$ cat config.mk
export PLATFORM = sky130hd
export DESIGN_NAME = joystick_four_wheel_drive_sequencer_unit
export DESIGN_NICKNAME = d
export VERILOG_FILES = /design/src/hdl/jfwd_pkg.sv /design/src/hdl/jfwd_plan.sv /design/src/hdl/joystick_four_wheel_drive_sequencer_unit.sv
export SDC_FILE = /design/constraint.sdc
export NUM_CORES = 1
export LEC_CHECK = 0
export BUFFER_PORTS_ARGS = -buffer_cell sky130_fd_sc_hd__buf_2
export CAP_MARGIN = 25
export CELL_PAD_IN_SITES_DETAIL_PLACEMENT = 0
export CELL_PAD_IN_SITES_GLOBAL_PLACEMENT = 1
export CORE_AREA = 2 2 140 142
export DETAILED_ROUTE_END_ITERATION = 10
export DIE_AREA = 0 0 142 144
export HOLD_SLACK_MARGIN = 0.02
export PLACE_DENSITY_LB_ADDON = 0.1
export RECOVER_POWER = 50
export SYNTH_ARGS = -nofsm -noshare
export SYNTH_HDL_FRONTEND = slang
export SYNTH_SLANG_ARGS = --single-unit
$ cat constraint.sdc
create_clock -name clk -period 12 [get_ports clk]
set_input_delay 2.4 -clock clk [delete_from_list [all_inputs] [get_ports clk]]
set_output_delay 2.4 -clock clk [all_outputs]
set_load 0.03 [all_outputs]
$ cat src/hdl/jfwd_pkg.sv
`timescale 1ns / 1ps
`default_nettype none
// ----------------------------------------------------------------------------
// jfwd_pkg
// Types, constants and pin tables shared by the four-wheel-drive sequencer.
// ----------------------------------------------------------------------------
package jfwd_pkg;

  localparam int unsigned CmpW   = 15;
  localparam int unsigned PinW   = 8;
  localparam int unsigned MagW   = 8;
  localparam int unsigned SeqLen = 4;
  localparam int unsigned CntW   = $clog2(SeqLen + 1);

  localparam logic [CmpW-1:0] SPEED_SCALE = 15'd200;
  localparam logic [MagW-1:0] MAG_FULL    = 8'd128;
  localparam logic [6:0]      MAG_CLAMP   = 7'd127;
  localparam logic [CmpW-1:0] DUTY_RESET  = 15'd20000;
  localparam logic [CmpW-1:0] DUTY_MAX    = 15'd25599;

  typedef enum logic [2:0] {
    DIR_STOP  = 3'd0,
    DIR_FWD   = 3'd1,
    DIR_BACK  = 3'd2,
    DIR_LEFT  = 3'd3,
    DIR_RIGHT = 3'd4
  } dir_t;

  typedef enum logic [1:0] {
    ROT_CW   = 2'd0,
    ROT_CCW  = 2'd1,
    ROT_NONE = 2'd2
  } rot_t;

  typedef enum logic {
    ACT_CMP  = 1'b0,
    ACT_PINS = 1'b1
  } act_t;

  typedef struct packed {
    logic            left_x_sign;
    logic            left_y_sign;
    logic [MagW-1:0] left_x_mag;
    logic [MagW-1:0] left_y_mag;
    logic            right_x_sign;
    logic [MagW-1:0] right_x_mag;
  } joy_t;

  typedef struct packed {
    act_t            action;
    logic [CmpW-1:0] compare_value;
    logic [PinW-1:0] wheel_pins;
  } seq_ent_t;

  localparam seq_ent_t ENT_ZERO = '{action: ACT_CMP, compare_value: '0, wheel_pins: '0};

  typedef struct packed {
    logic [CntW-1:0]        cnt;
    seq_ent_t [SeqLen-1:0]  ent;
    dir_t                   dir;
    logic [CmpW-1:0]        speed;
    rot_t                   rot;
  } plan_t;

  typedef struct packed {
    dir_t            dir;
    logic [CmpW-1:0] speed;
    rot_t            rot;
  } drv_state_t;

  function automatic logic [CmpW-1:0] mag_to_speed(input logic [MagW-1:0] mag);
    logic [6:0] m;
    m = (mag >= MAG_FULL) ? MAG_CLAMP : mag[6:0];
    return CmpW'({8'd0, m} * SPEED_SCALE);
  endfunction

  function automatic logic [PinW-1:0] dir_pins(input dir_t d);
    logic [PinW-1:0] p;
    case (d)
      DIR_FWD:   p = 8'h55;
      DIR_BACK:  p = 8'hAA;
      DIR_LEFT:  p = 8'h5A;
      DIR_RIGHT: p = 8'hA5;
      default:   p = 8'hFF;
    endcase
    return p;
  endfunction

  function automatic logic [PinW-1:0] rot_pins(input rot_t r);
    logic [PinW-1:0] p;
    case (r)
      ROT_CCW: p = 8'h99;
      default: p = 8'h66;
    endcase
    return p;
  endfunction

endpackage
`default_nettype wire

$ cat src/hdl/jfwd_plan.sv
`timescale 1ns / 1ps
`default_nettype none
// ----------------------------------------------------------------------------
// jfwd_plan
// Decodes one joystick reading against the stored drive state into the list
// of compare and pin writes, plus the new drive state.
// ----------------------------------------------------------------------------
module jfwd_plan (
  input  wire jfwd_pkg::joy_t           joy,
  input  wire jfwd_pkg::drv_state_t     prev,
  input  wire logic [jfwd_pkg::CmpW-1:0] rotate_duty,
  output jfwd_pkg::plan_t               plan
);
  import jfwd_pkg::*;

  dir_t            dir;
  logic [CmpW-1:0] speed;
  rot_t            rot;
  logic [CmpW-1:0] duty_sat;
  logic            prefix;
  logic [1:0]      tail_cnt;
  seq_ent_t        t0, t1, t2;
  seq_ent_t        pin_ent, spd_ent;

  always_comb begin
    if (joy.left_x_mag < joy.left_y_mag) begin
      dir   = joy.left_y_sign ? DIR_BACK : DIR_FWD;
      speed = mag_to_speed(joy.left_y_mag);
    end else if (joy.left_x_mag > joy.left_y_mag) begin
      dir   = joy.left_x_sign ? DIR_RIGHT : DIR_LEFT;
      speed = mag_to_speed(joy.left_x_mag);
    end else if (joy.left_x_mag == '0) begin
      dir   = DIR_STOP;
      speed = '0;
    end else begin
      // equal nonzero deflection keeps the last motion
      dir   = prev.dir;
      speed = prev.speed;
    end
    rot      = (joy.right_x_mag != '0) ? (joy.right_x_sign ? ROT_CCW : ROT_CW) : ROT_NONE;
    duty_sat = (rotate_duty > DUTY_MAX) ? DUTY_MAX : rotate_duty;
  end

  always_comb begin
    prefix   = 1'b0;
    tail_cnt = 2'd0;
    pin_ent  = ENT_ZERO;
    spd_ent  = ENT_ZERO;
    t0       = ENT_ZERO;
    t1       = ENT_ZERO;
    t2       = ENT_ZERO;
    if (rot == ROT_NONE) begin
      prefix             = (prev.rot != ROT_NONE);
      spd_ent.compare_value = speed;
      if (dir == prev.dir) begin
        if (speed != prev.speed) begin
          tail_cnt = 2'd1;
          t0       = spd_ent;
        end
      end else begin
        pin_ent.action     = ACT_PINS;
        pin_ent.wheel_pins = dir_pins(dir);
        tail_cnt = 2'd3;
        t1       = pin_ent;
        t2       = spd_ent;
      end
    end else if (rot != prev.rot) begin
      pin_ent.action        = ACT_PINS;
      pin_ent.wheel_pins    = rot_pins(rot);
      spd_ent.compare_value = duty_sat;
      tail_cnt = 2'd3;
      t1       = pin_ent;
      t2       = spd_ent;
    end
  end

  always_comb begin
    plan.dir   = dir;
    plan.speed = speed;
    plan.rot   = rot;
    if (prefix) begin
      // leading compare-zero write stops the rotation first
      plan.ent = {t2, t1, t0, ENT_ZERO};
      plan.cnt = CntW'(tail_cnt) + CntW'(1);
    end else begin
      plan.ent = {ENT_ZERO, t2, t1, t0};
      plan.cnt = CntW'(tail_cnt);
    end
  end

endmodule
`default_nettype wire

$ cat src/hdl/joystick_four_wheel_drive_sequencer_unit.sv
`timescale 1ns / 1ps
`default_nettype none
// ----------------------------------------------------------------------------
// joystick_four_wheel_drive_sequencer_unit
// Turns joystick readings into PWM compare and wheel H-bridge pin writes.
// ----------------------------------------------------------------------------
// A reading is registered, decoded combinationally against the stored drive
// state and loaded as zero to four writes into a four-entry result shift
// register, which hands out one write per cycle while out_tready is high,
// with tlast on the final one. The next reading is decoded in the cycle its
// predecessor's last write is taken; the input register can hold it while the
// result shift register drains. The first output beat passes the input
// register and the result shift register, and waits while the buffer is busy.
module joystick_four_wheel_drive_sequencer_unit (
  input  wire logic        clk,
  input  wire logic        rst_n,
  // left_x_sign, left_y_sign, left_x_mag[7:0], left_y_mag[7:0],
  // right_x_sign, right_x_mag[7:0], zero pad
  input  wire logic [31:0] in_tdata,
  input  wire logic        in_tvalid,
  output logic             in_tready,
  // compare_value[14:0], wheel_pins[7:0], zero pad
  output logic [23:0]      out_tdata,
  output logic             out_tuser,   // action
  output logic             out_tlast,   // last
  output logic             out_tvalid,
  input  wire logic        out_tready,
  input  wire logic [14:0] cfg_data,    // rotate_duty
  input  wire logic        cfg_valid,
  output logic             cfg_ready
);
  import jfwd_pkg::*;

  joy_t                  joy_r;
  logic                  in_vld_r;
  drv_state_t            drv_r, drv_nxt;
  logic [CmpW-1:0]       duty_r;
  seq_ent_t [SeqLen-1:0] ent_r, ent_nxt;
  logic [CntW-1:0]       rem_r, rem_nxt;
  plan_t                 plan;
  logic                  out_fire;
  logic                  buf_free;
  logic                  load;

  jfwd_plan u_plan (
    .joy         (joy_r),
    .prev        (drv_r),
    .rotate_duty (duty_r),
    .plan        (plan)
  );

  assign cfg_ready = 1'b1;
  assign out_fire  = out_tvalid && out_tready;
  assign buf_free  = (rem_r == '0) || ((rem_r == CntW'(1)) && out_tready);
  assign load      = in_vld_r && buf_free;
  assign in_tready = !in_vld_r || load;

  assign out_tvalid = (rem_r != '0);
  assign out_tlast  = (rem_r == CntW'(1));
  assign out_tuser  = ent_r[0].action;
  assign out_tdata  = {1'b0, ent_r[0].wheel_pins, ent_r[0].compare_value};

  always_comb begin
    ent_nxt = ent_r;
    rem_nxt = rem_r;
    drv_nxt = drv_r;
    if (load) begin
      ent_nxt = plan.ent;
      rem_nxt = plan.cnt;
      drv_nxt = '{dir: plan.dir, speed: plan.speed, rot: plan.rot};
    end else if (out_fire) begin
      ent_nxt = {ENT_ZERO, ent_r[SeqLen-1:1]};
      rem_nxt = rem_r - CntW'(1);
    end
  end

  always_ff @(posedge clk) begin
    if (!rst_n) begin
      in_vld_r <= 1'b0;
      rem_r    <= '0;
      drv_r    <= '{dir: DIR_FWD, speed: '0, rot: ROT_NONE};
      duty_r   <= DUTY_RESET;
    end else begin
      if (in_tready) in_vld_r <= in_tvalid;
      rem_r <= rem_nxt;
      drv_r <= drv_nxt;
      if (cfg_valid && cfg_ready) duty_r <= cfg_data;
    end
  end

  always_ff @(posedge clk) begin
    if (in_tvalid && in_tready) begin
      joy_r <= '{left_x_sign:  in_tdata[0],
                 left_y_sign:  in_tdata[1],
                 left_x_mag:   in_tdata[9:2],
                 left_y_mag:   in_tdata[17:10],
                 right_x_sign: in_tdata[18],
                 right_x_mag:  in_tdata[26:19]};
    end
    ent_r <= ent_nxt;
  end

  // pin beats never carry a compare value
  assert property (@(posedge clk) disable iff (!rst_n)
    out_tvalid && out_tuser |-> out_tdata[14:0] == '0)
    else $error("pin beat with nonzero compare value");

  // compare beats stay inside the timer range
  assert property (@(posedge clk) disable iff (!rst_n)
    out_tvalid && !out_tuser |-> out_tdata[14:0] <= DUTY_MAX && out_tdata[22:15] == '0)
    else $error("compare beat out of range");

  // the final beat of a reading empties the buffer unless a new plan loads
  assert property (@(posedge clk) disable iff (!rst_n)
    out_fire && out_tlast && !load |=> !out_tvalid)
    else $error("beats after tlast");

  assert property (@(posedge clk) disable iff (!rst_n)
    rem_r <= CntW'(SeqLen))
    else $error("result count overflow");

  // a waiting reading is decoded as soon as the buffer drains
  assert property (@(posedge clk) disable iff (!rst_n)
    in_vld_r && !out_tvalid |=> !in_vld_r || $past(in_tvalid && in_tready))
    else $error("reading stuck in input register");

endmodule
`default_nettype wire
==> summary.md, run 1 <==
| Metric | Value |
|---|---|
| Sw Pwr | 971 uW |
| Violated checks | max-capacitance violations, max-slew violations |
| I/O Pins | 81 |
| Final cycle utilization of the critical path | 53.9% |
| Combinational power share | 42.7% |
| CTS tree | done |
| Antenna violations before repair | 0 |
| Number of global-route vias before repair | 5974 |
| Core Footprint | 19100 um2 |
| Clk pwr share | 20.8% |
| Number of setup violations in the final report | 0 |
| Final Util | 48.8% |
| DP HPWL | 13.8 mm |
| Cell leakage power | 0.00371 uW |
| Setup TNS | 0 ns |
| Register area | 4200 um2 |
| Non-filler cells, final | 1120 |
| Final Wtd Congestion | 0.861 |
| CTS buffer count | 17 |
| Final Max Slew Viols | 76 |
| Most frequent cells in the layout | edfxtp_1, o21ai_0, nor2_1, nand2_1, ha_1 |
| Starting density of the core | 44.2% |
| First-pass DRT Iterations | 5 |
| Startpoint Class | input port |
| Peak VDD IR | 160 uV |
| Largest net degree at the start of global routing | 102 |
| Outcome | finished with violations |
| GR Overflow Total | 0 |
| CTS-repair resized insts | 0 |
| Clock latency on the worst-skew pair | 0.43 ns |
| Worst Setup Path Type | input port to flip-flop |
| # placed instances | 1086 |
| Hold bufs inserted after CTS | 0 |
| Most common cell after layout, fill and taps aside | edfxtp_1 |
| Chip width | 142 um |
| First-pass GRT wire length | 31.2 mm |
| Die Span Y | 144 um |
| Reg power frac | 36.5% |
| Share of cells above drive strength 1 | 11.0% |
| Critical path peak fanout | 75 |
| Reg2reg path depth | 17 |
| Nets@finish | 986 |
| Pwr dens | 257 nW/um2 |
| Max cap viols | 1 |
| CTS max path bufs | 2 |
| CTS sink count | 153 |
| DRC | 0 |
| Max_slew headroom | -173% |
| Library cells used by synthesis | 68 |
| Seq/Total Area, Yosys | 49.9% |
| Seq cells post-synth | 153 |
| Post-Syn Instances | 827 |
| Most used DFF post-synth | edfxtp_1 |
| Antenna Nets Post-Route | 0 |
| Final Hold Viols | 0 |
| Multi-input logic area | 3740 um2 |
| Initial DRC Count | 423 |
| Yosys warns | 0 |
| Post-synth EDFFs | 114 |
| Wire per inst | 17.3 um |
| Internal power | 1420 uW |
| Area Overhead vs Synth | 10.5% |
| Post-synthesis area per instance | 10.2 um2 |
| Total track usage | 19.9% |
| Vias | 6114 |
| Hold Path Cell Cnt | 1 |
| I/O Buffers | 73 |
| Sw Share | 40.5% |
| Filler cells | 1770 |
| Vias per cell | 5.46 |
| FFs w/ async S/R, synth | 0% |
| Postcts setup bufs | 0 |
| CP required | 11.93 ns |
| Hold crit path type | flip-flop to flip-flop |
| CTS Root Cell | clkbuf_16 |
| Worst Max-Slew Pin Slew | 4.09 ns |
| Critical path data arrival time | 6.40 ns |
| Fmax | 155 MHz |
| RSZ-0062 raised after global routing | false |
| CP Capture Type | flip-flop |
| Total Routed Length | 19.3 mm |
| Mapped cell area | 8430 um2 |
| ANT cells | 0 |
| Clock transition at the registers of the reported paths | 0.07 ns |
| Worst Clk Skew | 0.00977 ns |
| Num rows | 51 |
| Fin crit period | 6.46 ns |
| Die area | 20400 um2 |
| H-tree depth | 4 |
[per-layer routing]
layer / routed length [um] / track usage, % / vias up
met5: 0 / 0 / -
met4: 340 / 6.74 / 0
met3: 739 / 3.31 / 25
met2: 8880 / 32.1 / 146
met1: 9380 / 27.3 / 2914
li1: - / - / 3029
[critical path, stage by stage]
cell and delay [ns]:
clkbuf_1 0.13, mux2i_1 0.17, clkinvlp_2 0.17, clkbuf_1 0.53
clkbuf_1 2.91
[cells in the mapped netlist (all sizes together) (3+ instances only)]
| cell | number | area (um2) |
|---|---|---|
| nor4 | 4 | 25.0 |
| inv | 45 | 169 |
| edfxtp | 114 | 3420 |
| o22ai | 7 | 43.8 |
| a22o | 11 | 96.3 |
| a21o | 4 | 30.0 |
| xor2 | 10 | 87.6 |
| a221oi | 4 | 35.0 |
| o311a | 3 | 30.0 |
| and2 | 29 | 181 |
| and4 | 4 | 35.0 |
| nand2 | 78 | 295 |
| o21ai | 93 | 469 |
| a21oi | 46 | 230 |
| nand3 | 10 | 55.1 |
| xnor2 | 9 | 78.8 |
| nor2b | 4 | 32.5 |
| mux2i | 17 | 170 |
| o211ai | 4 | 30.0 |
| o21bai | 3 | 22.5 |
| a211oi | 7 | 65.1 |
| nor2 | 87 | 334 |
| o21a | 7 | 60.1 |
| buf | 36 | 244 |
| nand4 | 4 | 25.0 |
| ha | 61 | 763 |
| dfxtp | 39 | 781 |
| nand2b | 5 | 31.3 |
| nor3 | 10 | 50.1 |
| and3 | 3 | 18.8 |
| a22oi | 6 | 45.0 |
| fa | 4 | 80.1 |
| clkbuf | 24 | 90.1 |
| or2 | 6 | 37.5 |
[final cells by class]
| class | count | area share (%) |
|---|---|---|
| clock inverters | 14 | 1.22 |
| clock buffers | 18 | 4.61 |
| well taps | 238 | 3.20 |
| flip-flops and latches | 153 | 45.1 |
| repair buffers | 80 | 3.92 |
| multi-input cells | 572 | 40.1 |
| inverters | 45 | 1.83 |
[power by group through the flow]
stage	registers, uW	clock network (uW)	logic (uW)
after global placement	866	0	1020
final	874	498	1020
after floorplan	863	0	815
after detailed placement	873	0	1030
after CTS	862	513	1040
after global routing	895	533	1150
[stage by stage]
step / hold WS (ns) / instance area, um2 / worst slack (ns) / total power [uW]
after detailed placement: 0.471 / 8810 / 6.47 / 1910
after global placement: 0.469 / 8810 / 6.47 / 1890
after floorplan: 0.436 / 8440 / 6.67 / 1680
after CTS: 0.483 / 9350 / 6.46 / 2420
final: 0.482 / 9320 / 5.54 / 2400
after global routing: 0.497 / 9320 / 5.11 / 2580
[cells by family (layout without fill, tap and decap cells)]
group	after synthesis	in the layout	synth area share (%)
and+or+nand+nor	247	247	13.6
AOI/OAI and AO/OA	219	219	16.5
DFF	153	153	49.9
buffers and inverters	105	157	5.97
adders and majority gates	65	65	10.0
xor gates and xnor gates	19	19	1.97
muxes	17	17	2.02
other	2	5	0.0891
[sequential cells by signal, summed over array words and instances (netlist names)]
register / count
ent_r: 63
out_tdata: 23
drv_r: 20
rem_r: 3
out_tuser: 1
duty_r: 15
joy_r: 27
in_vld_r: 1
[path summary, 6_finish.rpt]
path,startpoint,end,slack (ns)
max,out_tready,ent_r[36],5.54
min,drv_r[4],drv_r[4],0.48
max reg2reg,joy_r[24],out_tdata[3],6.51
min reg2reg,drv_r[4],drv_r[4],0.48
(Power assumes the default switching activity.)
==> run 2, diff against run 1 <==
ABC_AREA = 1   (was not set)
CORE_AREA = 2 2 149 151   (was 2 2 140 142)
DIE_AREA = 0 0 151 153   (was 0 0 142 144)
clock period = 5.3 ns   (was 12 ns; I/O delays follow)
==> summary.md, run 2 <==
| Metric | Value |
|---|---|
| Filler cells | 2134 (was 1770) |
| Cell leakage power | 0.00435 uW (was 0.00371 uW) |
| Final Wtd Congestion | 0.822 (was 0.861) |
| Worst setup margin | 0.911 ns (was 5.54 ns) |
| I/O Buffers | 73 (unchanged) |
| Reg2reg path depth | 22 (was 17) |
| Antenna Nets Post-Route | 0 (unchanged) |
| Clock latency on the worst-skew pair | 0.42 ns (was 0.43 ns) |
| Core Footprint | 21500 um2 (was 19100 um2) |
| DP HPWL | 14.0 mm (was 13.8 mm) |
| CTS sink count | 153 (unchanged) |
| Sw Pwr | 2220 uW (was 971 uW) |
| Starting density of the core | 40.5% (was 44.2%) |
| Reg2reg end | out_tdata[5] (was out_tdata[3]) |
| H-tree depth | 4 (unchanged) |
| Biggest regs | ent_r: 63 flops, joy_r: 27 flops, out_tdata: 23 flops (unchanged) |
| GR peak layer | met2 (unchanged) |
| CTS buffer count | 17 (unchanged) |
| Wire per inst | 14.7 um (was 17.3 um) |
| Final Hold Viols | 0 (unchanged) |
| CP Capture Type | flip-flop (unchanged) |
| Hold crit path type | flip-flop to flip-flop (unchanged) |
| Seq cells post-synth | 153 (unchanged) |
| CTS tree | done (unchanged) |
| Die area | 23100 um2 (was 20400 um2) |
| Hold slack | 0.435 ns (was 0.482 ns) |
| Antenna violations before repair | 0 (unchanged) |
| GR Overflow Total | 0 (unchanged) |
| Library cells used by synthesis | 41 (was 68) |
| Largest net degree at the start of global routing | 83 (was 102) |
| Max FFs per register | 63 (unchanged) |
| Reg2Reg Setup Slack | 0.91 ns (was 6.51 ns) |
| Combinational power share | 41.8% (was 42.7%) |
| Violated checks | max-capacitance violations, max-slew violations (unchanged) |
| Cell taking the most area after synthesis | edfxtp_1 (unchanged) |
| Hold Path Sink | drv_r[2] (was drv_r[4]) |
| Worst Clk Skew | 0.0117 ns (was 0.00977 ns) |
| Outcome | finished with violations (unchanged) |
| Postcts setup bufs | 0 (unchanged) |
| Worst Setup Path Type | flip-flop to flip-flop (was input port to flip-flop) |
| Area Overhead vs Synth | 11.4% (was 10.5%) |
| CP required | 5.51 ns (was 11.93 ns) |
| Startpoint Class | flip-flop (was input port) |
| M1 GR Usage | 26.4% (was 27.3%) |
| Yosys warns | 0 (unchanged) |
| Total Routed Length | 19.4 mm (was 19.3 mm) |
| Worst setup path start | joy_r[24] (was out_tready) |
| Die Span Y | 153 um (was 144 um) |
| Hold Path Cell Cnt | 2 (was 1) |
| Most used DFF post-synth | edfxtp_1 (unchanged) |
| Final Max Slew Viols | 114 (was 76) |
| Post-synth EDFFs | 114 (unchanged) |
| Most common cell after layout, fill and taps aside | nand2_1 (was edfxtp_1) |
| Post-synth top cells | nand2_1, inv_1, edfxtp_1, nor2_1 (was edfxtp_1, o21ai_0, nor2_1, nand2_1, ha_1) |
| Max_slew headroom | -26.9% (was -173%) |
| Reg power frac | 36.9% (was 36.5%) |
| Most frequent cells in the layout | nand2_1, inv_1, edfxtp_1, nor2_1 (was edfxtp_1, o21ai_0, nor2_1, nand2_1, ha_1) |
| Yosys top cell area share | 39.3% (was 40.6%) |
| CTS-repair resized insts | 0 (unchanged) |
| Peak VDD IR | 273 uV (was 160 uV) |
| First-pass GRT wire length | 32.4 mm (was 31.2 mm) |
| Hold wc startpoint | drv_r[2] (was drv_r[4]) |
| Clk pwr share | 21.3% (was 20.8%) |
| Vias | 6310 (was 6114) |
| Max cap viols | 2 (was 1) |
| Hold bufs inserted after CTS | 0 (unchanged) |
| Post-synthesis area per instance | 8.79 um2 (was 10.2 um2) |
| Internal power | 3220 uW (was 1420 uW) |
| FFs w/ async S/R, synth | 0% (unchanged) |
| CTS Root Cell | clkbuf_16 (unchanged) |
| Reg-to-Reg Start | joy_r[24] (unchanged) |
| Vias per cell | 4.76 (was 5.46) |
| Fin crit period | 4.39 ns |
| Synth top area cells | edfxtp_1, dfxtp_1, ha_1 (unchanged) |
| Total track usage | 17.9% (was 19.9%) |
| Fmax | 228 MHz |
| Number of setup violations in the final report | 0 (unchanged) |
| Initial DRC Count | 415 (was 423) |
| I/O Pins | 81 (unchanged) |
| First-pass DRT Iterations | 5 (unchanged) |
| Worst Max-Slew Pin Slew | 1.90 ns (was 4.09 ns) |
| Number of global-route vias before repair | 6266 (was 5974) |
| Share of cells above drive strength 1 | 12.0% (was 11.0%) |
| Setup WS pre-CTS | 0.891 ns (was 6.47 ns) |
| Post-Syn Instances | 990 (was 827) |
| Final cycle utilization of the critical path | 82.8% |
| Mapped cell area | 8710 um2 (was 8430 um2) |
| ANT cells | 0 (unchanged) |
| Clock transition at the registers of the reported paths | 0.06 ns (was 0.07 ns) |
| RSZ-0062 raised after global routing | false (unchanged) |
| Critical path peak fanout | 14 (was 75) |
| DRC | 0 (unchanged) |
| Critical path data arrival time | 4.60 ns (was 6.40 ns) |
| GRT met3 Usage | 3.34% (was 3.31%) |
| Setup TNS | 0 ns (unchanged) |
| GR met2 Demand/Resource | 26.6% (was 32.1%) |
| Nets@finish | 1150 (was 986) |
| Biggest register | ent_r (unchanged) |
| Chip width | 151 um (was 142 um) |
| Seq/Total Area, Yosys | 48.3% (was 49.9%) |
| Num rows | 54 (was 51) |
| Pwr dens | 561 nW/um2 (was 257 nW/um2) |
| CTS max path bufs | 2 (unchanged) |
| Count leader, synth | nand2_1 (was edfxtp_1) |
| Sw Share | 40.8% (was 40.5%) |
==> run 2: cell types whose count changed in the layout (fill, tap and decap cells not counted), sizes merged, moves of 9 or more <==
cell | previous run | this run
nand3 | 10 | 72
and2 | 29 | 0
nand4 | 4 | 22
inv | 51 | 145
nand3b | 0 | 18
nor3 | 10 | 1
nand2 | 78 | 205
mux2i | 17 | 0
a22o | 11 | 0
==> run 2: power by group through the flow <==
stage               registers [uW]  logic, uW  clock network [uW]
detailed placement            2020       2330                   0
CTS                           2000       2340                1180
finish                        2010       2270                1160
floorplan                     2010       1860                   0
global placement              2010       2300                   0
global route                  2060       2630                1240
==> run 2: metal layers <==
layer | wire length [um] | vias to the layer above
met1 | 10100 | 2833
met2 | 8340 | 112
met3 | 726 | 19
met5 | 0 | -
met4 | 289 | 0
li1 | - | 3346
==> run 2: through the flow <==
stage                     std cells  cell area, um2  power [uW]  utilization (%)
after floorplan                 993            8720        3880                -
after global placement         1291            9130        4310             42.5
after detailed placement       1293            9180        4350             42.7
after CTS                      1325            9750        5520             45.4
after global routing           1326            9700        5930             45.1
final                          1326            9700        5440             45.1
==> run 2: layout make-up <==
class	instances	area, um2	share of cell area [%]
Clock buffer	17	425	4.39
Clock inverter	15	139	1.43
Inverter	142	533	5.49
Multi-Input combinational cell	638	3620	37.3
Sequential cell	153	4200	43.3
Tap cell	280	350	3.61
Timing Repair Buffer	81	427	4.40
==> run 2: worst max-delay path by stage <==
stage	to	slack, ns	depth (start not counted)
floorplan	rem_r[0]	1.39	7
global placement	out_tdata[5]	0.87	24
detailed placement	out_tdata[5]	0.89	22
CTS	out_tdata[5]	0.85	22
global route	out_tdata[5]	0.42	20
finish	out_tdata[5]	0.91	22
==> run 2: critical path: stages (launching register included) <==
cell,delay (ns)
edfxtp_1,0.50
or2_2,0.36
ha_1,0.31
ha_1,0.32
fa_1,0.46
ha_1,0.36
nand2_1,0.08
inv_1,0.04
nor2_1,0.11
nand2_1,0.09
nand2_1,0.09
nand2_1,0.06
nand2_1,0.05
nand2_1,0.05
nand2_1,0.10
nand3_1,0.19
nand2_1,0.11
nand2_1,0.06
nand3_1,0.12
nor2_2,0.05
nand2_2,0.24
nand3b_1,0.14
o21ai_0,0.29
==> run 2: cell families after synthesis <==
| logic type | after synthesis | share of synthesized area, % |
|---|---|---|
| compound gates | 153 | 9.47 |
| xor+xnor | 6 | 0.604 |
| fa+ha+maj | 65 | 9.69 |
| buf+inv | 202 | 10.2 |
| flops | 153 | 48.3 |
| other cells | 2 | 0.0863 |
| simple gates | 409 | 21.6 |
